<file path="src/rtl/fwt_pkg.sv">
package fwt_pkg;

    localparam int SIZE_DEF       = 4096;
    localparam int VALUE_BITS_DEF = 32;
    localparam int POS_W          = 13;
    localparam int WORD_W         = 32;

    localparam logic [WORD_W-1:0] MODULUS_RESET = 32'd1000000007;

    localparam logic ACT_QUERY = 1'b0;
    localparam logic ACT_ADD   = 1'b1;

    typedef enum logic [1:0] {
        ST_OK        = 2'd0,
        ST_RANGE     = 2'd1,
        ST_UNREDUCED = 2'd2
    } t_status;

    typedef struct packed {
        logic [WORD_W-1:0] total;
        t_status           status;
    } t_result;

    typedef struct packed {
        logic valid;
        logic ready;
    } t_hs;

endpackage

</file>
<file path="src/rtl/fwt_seq.sv">
module fwt_seq #(
    parameter int SIZE       = fwt_pkg::SIZE_DEF,
    parameter int VALUE_BITS = fwt_pkg::VALUE_BITS_DEF,
    localparam int AW        = (SIZE > 1) ? $clog2(SIZE) : 1
) (
    input  logic                          i_clk,
    input  logic                          i_rst_n,
    input  logic [fwt_pkg::WORD_W-1:0]    i_modulus,
    input  logic                          i_valid,
    output logic                          o_ready,
    input  logic                          i_action,
    input  logic [fwt_pkg::POS_W-1:0]     i_position,
    input  logic [fwt_pkg::WORD_W-1:0]    i_amount,
    output fwt_pkg::t_hs                  o_res_hs,
    input  logic                          i_res_ready,
    output fwt_pkg::t_result              o_res,
    output logic                          o_ram_we,
    output logic [AW-1:0]                 o_ram_waddr,
    output logic [VALUE_BITS-1:0]         o_ram_wdata,
    output logic [AW-1:0]                 o_ram_raddr,
    input  logic [VALUE_BITS-1:0]         i_ram_rdata
);

    localparam int IW = AW + 2;
    localparam int CW = (VALUE_BITS + 1 > fwt_pkg::WORD_W) ? VALUE_BITS + 1 : fwt_pkg::WORD_W;
    localparam logic [31:0]   SIZE_W    = 32'(SIZE);
    localparam logic [IW-1:0] SIZE_I    = IW'(SIZE);
    localparam logic [AW-1:0] CLR_LAST  = AW'(SIZE - 1);

    typedef enum logic [1:0] {
        S_CLEAR,
        S_IDLE,
        S_WALK,
        S_DONE
    } t_state;

    t_state                r_state;
    logic [AW-1:0]         r_clr;
    logic [IW-1:0]         r_idx;
    logic                  r_is_add;
    logic [VALUE_BITS-1:0] r_amount;
    logic [VALUE_BITS-1:0] r_total;
    logic [31:0]           r_res_total;
    fwt_pkg::t_status      r_res_status;

    logic                  accept;
    logic                  pos_over;
    logic [IW-1:0]         pos_i;
    logic [VALUE_BITS-1:0] operand;
    logic [CW-1:0]         sum;
    logic [CW-1:0]         mod_ext;
    logic [CW-1:0]         reduced;
    logic [VALUE_BITS-1:0] node_new;
    logic [IW-1:0]         idx_up;
    logic [IW-1:0]         idx_down;
    logic [IW-1:0]         idx_next;
    logic [IW-1:0]         idx_m1;
    logic [IW-1:0]         pos_m1;
    logic [IW-1:0]         next_m1;
    logic                  walk_end;

    assign accept   = (r_state == S_IDLE) && i_valid;
    assign pos_over = 32'(i_position) > SIZE_W;
    assign pos_i    = IW'(i_position);

    // modular add, one conditional subtract
    assign operand  = r_is_add ? r_amount : r_total;
    assign sum      = CW'(i_ram_rdata) + CW'(operand);
    assign mod_ext  = CW'(i_modulus);
    assign reduced  = (sum >= mod_ext) ? (sum - mod_ext) : sum;
    assign node_new = reduced[VALUE_BITS-1:0];

    assign idx_up   = r_idx + (r_idx & (~r_idx + IW'(1)));
    assign idx_down = r_idx & (r_idx - IW'(1));
    assign idx_next = r_is_add ? idx_up : idx_down;
    assign walk_end = r_is_add ? (idx_up > SIZE_I) : (idx_down == '0);
    assign idx_m1   = r_idx - IW'(1);
    assign pos_m1   = pos_i - IW'(1);
    assign next_m1  = idx_next - IW'(1);

    always_comb begin
        o_ram_raddr = (r_state == S_IDLE) ? pos_m1[AW-1:0] : next_m1[AW-1:0];
        o_ram_we    = (r_state == S_CLEAR) || ((r_state == S_WALK) && r_is_add);
        o_ram_waddr = (r_state == S_CLEAR) ? r_clr : idx_m1[AW-1:0];
        o_ram_wdata = (r_state == S_CLEAR) ? '0 : node_new;
    end

    assign o_ready        = (r_state == S_IDLE);
    assign o_res_hs.valid = (r_state == S_DONE);
    assign o_res_hs.ready = i_res_ready;
    assign o_res.total    = r_res_total;
    assign o_res.status   = r_res_status;

    always_ff @(posedge i_clk) begin
        if (!i_rst_n) begin
            r_state <= S_CLEAR;
            r_clr   <= '0;
        end else begin
            unique case (r_state)
                S_CLEAR: begin
                    r_clr <= r_clr + AW'(1);
                    if (r_clr == CLR_LAST) begin
                        r_state <= S_IDLE;
                    end
                end
                S_IDLE: begin
                    if (accept) begin
                        r_idx        <= pos_i;
                        r_is_add     <= (i_action == fwt_pkg::ACT_ADD);
                        r_amount     <= VALUE_BITS'(i_amount);
                        r_total      <= '0;
                        r_res_total  <= '0;
                        if (i_action == fwt_pkg::ACT_ADD) begin
                            if (pos_over || i_position == '0) begin
                                r_res_status <= fwt_pkg::ST_RANGE;
                                r_state      <= S_DONE;
                            end else if (i_amount >= i_modulus) begin
                                r_res_status <= fwt_pkg::ST_UNREDUCED;
                                r_state      <= S_DONE;
                            end else begin
                                r_res_status <= fwt_pkg::ST_OK;
                                r_state      <= S_WALK;
                            end
                        end else begin
                            if (pos_over) begin
                                r_res_status <= fwt_pkg::ST_RANGE;
                                r_state      <= S_DONE;
                            end else if (i_position == '0) begin
                                r_res_status <= fwt_pkg::ST_OK;
                                r_state      <= S_DONE;
                            end else begin
                                r_res_status <= fwt_pkg::ST_OK;
                                r_state      <= S_WALK;
                            end
                        end
                    end
                end
                S_WALK: begin
                    r_idx <= idx_next;
                    if (!r_is_add) begin
                        r_total <= node_new;
                    end
                    if (walk_end) begin
                        r_res_total <= r_is_add ? '0 : 32'(node_new);
                        r_state     <= S_DONE;
                    end
                end
                S_DONE: begin
                    if (i_res_ready) begin
                        r_state <= S_IDLE;
                    end
                end
                default: r_state <= S_IDLE;
            endcase
        end
    end

endmodule

</file>
<file path="config.mk">
export PLATFORM = sky130hd
export DESIGN_NAME = fwt_seq
export DESIGN_NICKNAME = d
export VERILOG_FILES = /design/src/rtl/fwt_pkg.sv /design/src/rtl/fwt_seq.sv
export SDC_FILE = /design/constraint.sdc
export NUM_CORES = 1
export LEC_CHECK = 0
export BUFFER_PORTS_ARGS = -buffer_cell sky130_fd_sc_hd__buf_4
export CORE_UTILIZATION = 58
export DETAILED_ROUTE_END_ITERATION = 6
export HOLD_SLACK_MARGIN = 0.02
export PLACE_DENSITY = 0.85
export SYNTH_ARGS = -nofsm -noshare
export SYNTH_HDL_FRONTEND = slang
export SYNTH_SLANG_ARGS = --single-unit
</file>
<file path="constraint.sdc">
create_clock -name i_clk -period 7.1 [get_ports i_clk]
set_input_delay 0 -clock i_clk [delete_from_list [all_inputs] [get_ports i_clk]]
set_output_delay 0 -clock i_clk [all_outputs]
set_load 0.01 [all_outputs]
</file>
Word-level counts from Yosys, hierarchy flattened. Index checks and enable logic that the tools add are counted.

Bits in registers: 127. Input bits: 114. Output and inout port bits: 94. Logic and storage cells: 74.

Add/subtract/negate cells: 8. $lt $le $gt $ge: 4. Equality and inequality tests: 9. Mux-type cells: 29. Bitwise logic cells: 3. Reductions and logical operators: 13.

Operator list (count): 32-bit two-way mux (7); 32-bit one-hot mux with 2 select lines (2); 32-bit by 32-bit adder with 33-bit output (1); 33-bit by 32-bit >= comparator with 1-bit output (1); 32-bit >= comparator (1); 32-bit subtractor (1); 14-bit bitwise AND (2); 14-bit two-way mux (2); 14-bit one-hot mux with 2 select lines (1); 12-bit two-way mux (2); 12-bit by 1-bit subtractor with 12-bit output (second input constant) (2); 2-bit two-way mux (8); 14-bit by 1-bit adder with 14-bit output (second input constant) (1); 14-bit adder (1); 14-bit by 13-bit > comparator with 1-bit output (second input constant) (1); 14-bit logical NOT (1); 14-bit NOT (1); 14-bit by 1-bit subtractor with 14-bit output (second input constant) (1); 13-bit > comparator (second input constant) (1); 13-bit logical NOT (1); 12-bit by 1-bit adder with 12-bit output (second input constant) (1); 12-bit == test (second input constant) (1); 4-bit AND reduction (3); 2-bit one-hot mux with 4 select lines (1); 10 further kinds (22).

Longest topological paths before layout.
Depth after elaboration: 8. Mapped depth: 26. Mapped depth without buffers: 20.

Worst setup path after synthesis. No wires, ideal clock.

Kind: register to register. Start point: register r_is_add. End point: register r_res_total[30] (data pin). Library setup time: 0.271 ns. Data arrival time: 6.143 ns. Required time: 6.829 ns. Path slack: 0.686 ns. Cell stages (with the launch flop): 27. Buffers on the path: 7. Clock period less this slack: 6.414 ns. Cells stage by stage: edfxtp_1 > clkbuf_1 > buf_1 > clkbuf_1 > mux2_2 > ha_1 > clkbuf_1 > nand4_1 > nor2_1 > a211oi_1 > and2_1 > a211oi_1 > nor2_1 > o311ai_0 > ha_1 > clkbuf_1 > nand3_1 > nor4_1 > and2_1 > o211ai_1 > a41oi_1 > o21ai_0 > nor2b_1 > buf_2 > buf_2 > nor4_1 > nor3_1.

Word-level cells in the longest chain between the ends: 7.

RTL lines: start: declaration (RTL line fwt_seq.sv:40) `logic r_is_add;`; start signal: assignment (RTL line fwt_seq.sv:109) `r_is_add <= (i_action == fwt_pkg::ACT_ADD);`; 32-bit two-way mux (RTL line fwt_seq.sv:67) `assign operand = r_is_add ? r_amount : r_total;`; 32-bit by 32-bit adder with 33-bit output (RTL line fwt_seq.sv:68) `assign sum = CW'(i_ram_rdata) + CW'(operand);`; 32-bit subtractor or 33-bit by 32-bit >= comparator with 1-bit output (tied branches) (RTL line fwt_seq.sv:70) `assign reduced = (sum >= mod_ext) ? (sum - mod_ext) : sum;`; 32-bit two-way mux (RTL line fwt_seq.sv:70); 32-bit two-way mux (*) (RTL line fwt_seq.sv:144) `r_res_total <= r_is_add ? '0 : 32'(node_new);`; 32-bit two-way mux (*) (RTL line fwt_seq.sv:143) `if (walk_end) begin`; 32-bit one-hot mux with 2 select lines (*) (RTL line fwt_seq.sv:99) `unique case (r_state)`; end signal: assignment (RTL line fwt_seq.sv:144); end: declaration (RTL line fwt_seq.sv:43) `logic [31:0] r_res_total;`.

Every way passes the cells marked *; elsewhere a longest branch is shown, timed or not. The select of a mux whose other input is x is not followed. A chain may end at the register's enable or synchronous reset.

Final worst setup path.
Start point: register r_is_add. End point: output o_ram_wdata[0].

Word-level cells in the longest chain between the ends: 5.

RTL lines: 32-bit two-way mux (*) (RTL line fwt_seq.sv:67); 32-bit by 32-bit adder with 33-bit output (*) (RTL line fwt_seq.sv:68); 32-bit subtractor or 33-bit by 32-bit >= comparator with 1-bit output (tied branches) (RTL line fwt_seq.sv:70); 32-bit two-way mux (*) (RTL line fwt_seq.sv:70); 32-bit two-way mux (*) (RTL line fwt_seq.sv:85) `o_ram_wdata = (r_state == S_CLEAR) ? '0 : node_new;`; end: declaration (RTL line fwt_seq.sv:19) `output logic [VALUE_BITS-1:0] o_ram_wdata,`.

Every way passes the cells marked *; elsewhere a longest branch is shown, timed or not.

==> results.json <==
{
  "yosys_warnings": 0,
  "clk_latency_ns": 0.44,
  "drt-wirelength-per-cell_um": 21.05,
  "grt_pass1_wl_um": 58590,
  "hold_start": "i_res_ready",
  "gp_congestion": 0.9737,
  "fin_skew_ns": 0.01033,
  "hold-path-cell-count": 2,
  "overflow": 0,
  "fmax_mhz": 146.4,
  "power.total_w": 0.004155,
  "final.min_clock_period_ns": 6.832,
  "dpl.hpwl_um": 28350,
  "route.vias.total": 11490,
  "pwr-share-seq_pct": 23.1,
  "pwr-share-comb_pct": 53.8,
  "num_antenna_cells": 0,
  "violations": "design-rule violations",
  "hp-class": "input port to primary output",
  "cellPowerDensity_nw_per_um2": 285.5,
  "max_slew_margin_pct": 30.01,
  "end_kind": "primary output",
  "timing.rr.end": "r_res_total[0]",
  "hold_ws_ns": 0.1897,
  "async_flop_share_pct": 0,
  "switching_share_pct": 42.86,
  "dieWidth_um": 143.8,
  "syn_area_um2": 11660,
  "path_class": "flip-flop to primary output",
  "p_clk_share_pct": 23.1,
  "fin_util_pct": 74.28,
  "syn_area_per_cell_um2": 8.870,
  "ys_types": 82,
  "antenna_found_initial": 0,
  "setup_tns_ns": 0,
  "cts_max_level": 4,
  "avgViaCountPerCell": 6.314,
  "maxSlewViolCount": 0,
  "grt_start_max_net_pins": 40,
  "grt_use_total_pct": 37.23,
  "cp-start-kind": "flip-flop",
  "core_area_um2": 19590,
  "routed_wl_um": 38300,
  "worst-slew-pin-transition_ns": 1.050,
  "start_util_pct": 59.54,
  "ir_worst_vdd_uv": 180.2,
  "syn-instance-count": 1315,
  "fin_area_um2": 14550,
  "post-route-drc-count": 1,
  "ys.flop_type": "edfxtp_1",
  "cts_root_buf": "clkbuf_16",
  "cts_tree": "built",
  "internal-power_w": 0.002374,
  "clk_pin_slew_ns": 0.06,
  "rows": 51,
  "die_area_um2": 20680,
  "drt-initial-drc-count": 1061,
  "synth_seq_cells": 127,
  "grt_setup_unrepaired": "false",
  "setup_viol": 0,
  "required_ns": 7.10,
  "fp.dieH_um": 143.8,
  "r2r-start": "r_is_add",
  "ios": 208,
  "status": "complete, but fails checks",
  "place_area_um2": 13410,
  "leakagePower_nw": 6.216,
  "drive_above_1_share_pct": 21.30,
  "nNetsFinal": 1775,
  "grt_pass1_vias": 11240,
  "power_switching_w": 0.001781,
  "maxCapViolations": 0,
  "min_period_over_period_pct": 96.23,
  "fillers": 1477,
  "hold_viol": 0,
  "first_pass_iters": 7,
  "cts_made_buffers": 17,
  "syn_nets": 1549,
  "synth_edf_count": 113,
  "numClockSinks": 127,
  "area_growth_pct": 24.76,
  "reg2reg_slack_ns": 0.67,
  "ant_nets": 0,
  "io_buffers": 207,
  "r2r_cells": 21,
  "path_max_fanout": 9,
  "crit_arrival_ns": 6.83,
  "cts_buffer_depth": 2,
  "ys_seq_area_share_pct": 31.50,
  "hold_path_end": "o_res_hs[0]"
}
sequential cells by signal (all words and copies together) (netlist names):
name / count
r_amount: 32
r_clr: 12
r_idx: 14
r_is_add: 1
r_res_status: 2
r_res_total: 32
r_state: 2
r_total: 32
placed cells by master, fill, tap and decap left out, types with 18 or more instances in the layout:
| cell type | instances |
|---|---|
| inv_1 | 88 |
| nand4_1 | 25 |
| ha_1 | 117 |
| o21ai_0 | 56 |
| xnor2_1 | 50 |
| edfxtp_1 | 113 |
| xor2_1 | 24 |
| nor2_1 | 165 |
| nand2b_1 | 18 |
| mux2_2 | 47 |
| a21o_1 | 24 |
| mux2i_1 | 52 |
| nor3_1 | 22 |
| buf_4 | 219 |
| nand3_1 | 34 |
| nand2_1 | 84 |
| dlygate4sd3_1 | 47 |
| a21oi_1 | 90 |
worst max-delay path: stages (launching register included):
cell,delay (ns)
edfxtp_1,0.42
buf_4,0.18
mux2_2,0.27
ha_1,0.21
fa_1,0.44
a211oi_1,0.31
o21ai_0,0.25
a221oi_1,0.66
o21ai_0,0.27
o21ai_0,0.38
xnor2_1,0.22
ha_1,0.37
a21oi_1,0.22
o22ai_1,0.11
a21oi_1,0.14
o21a_1,0.15
a41oi_1,0.14
o21ai_0,0.29
nor2b_4,0.42
buf_4,0.26
mux2_2,0.41
nor2_1,0.12
buf_4,0.14
area by class of cell:
cell class,count,area [um2],share of cell area (%)
Clock buffer,17,425.4,2.923
Clock inverter,15,197.7,1.359
Inverter,89,334.1,2.296
Multi-Input combinational cell,1038,7435,51.09
Sequential cell,127,3674,25.24
Tap cell,265,331.6,2.279
Timing Repair Buffer,268,2155,14.81
cell usage after synthesis (all sizes together), types with 25 or more instances:
| master | instances | area share (%) |
|---|---|---|
| xnor2 | 50 | 3.8 |
| mux2 | 47 | 4.5 |
| nor2 | 165 | 5.3 |
| ha | 118 | 13 |
| inv | 89 | 2.9 |
| nand3 | 34 | 1.5 |
| a21o | 25 | 1.6 |
| clkbuf | 45 | 1.5 |
| a21oi | 90 | 3.9 |
| mux2i | 52 | 4.5 |
| nand2 | 84 | 2.7 |
| nand4 | 25 | 1.3 |
| edfxtp | 113 | 29 |
| o21ai | 57 | 2.5 |
timing repair:
action                                 4_1_cts  5_1_grt
endpoints found under the hold margin       48        0
hold buffers                                47        0
setup endpoints to repair                    0       31
setup buffers                                0        3
gates resized for setup                      0        3
logic make-up (layout without fill, tap and decap cells):
kind of cell | count (synthesis) | count (layout) | synth area share, %
AOI/OAI and AO/OA | 305 | 305 | 17.53
DFF | 127 | 127 | 31.50
and+or+nand+nor | 440 | 440 | 18.43
muxes | 99 | 99 | 9.000
buffers and inverters | 150 | 389 | 4.988
xor gates and xnor gates | 74 | 74 | 5.557
adders and majority gates | 120 | 120 | 13.00
stage by stage:
stage	cells	worst slack [ns]
after global routing	1819	0.02903
after detailed placement	1737	0.5201
after global placement	1737	0.7857
after CTS	1816	0.05664
after floorplan	1315	0.6861
final	1819	0.2676
power groups by stage:
stage	logic, W	registers [W]	clock network [W]
6_report	0.00224	0.000960	0.000958
5_1_grt	0.00241	0.000966	0.000985
4_1_cts	0.00218	0.000959	0.000953
3_5_place_dp	0.00214	0.000974	0
3_3_place_gp	0.00212	0.000972	0
2_1_floorplan	0.00143	0.000965	0
how the worst max path moves through the flow:
stage | start | to | slack, ns | cells after the start
CTS | r_is_add | o_ram_wdata[0] | 0.06 | 20
finish | r_is_add | o_ram_wdata[0] | 0.27 | 22
floorplan | r_is_add | r_res_total[30] | 0.69 | 26
detailed placement | r_is_add | r_res_total[24] | 0.52 | 19
global placement | r_is_add | r_total[11] | 0.79 | 19
global route | r_is_add | o_ram_wdata[0] | 0.03 | 21
layer usage:
metal / GRT usage (%) / vias to the layer above / wire length, um
li1: - / 5288 / -
met1: 45.29 / 5465 / 15280
met2: 64.05 / 617 / 18700
met3: 5.898 / 116 / 2733
met4: 18.14 / 0 / 1582
met5: 0 / - / 0
(Power assumes the default switching activity.)
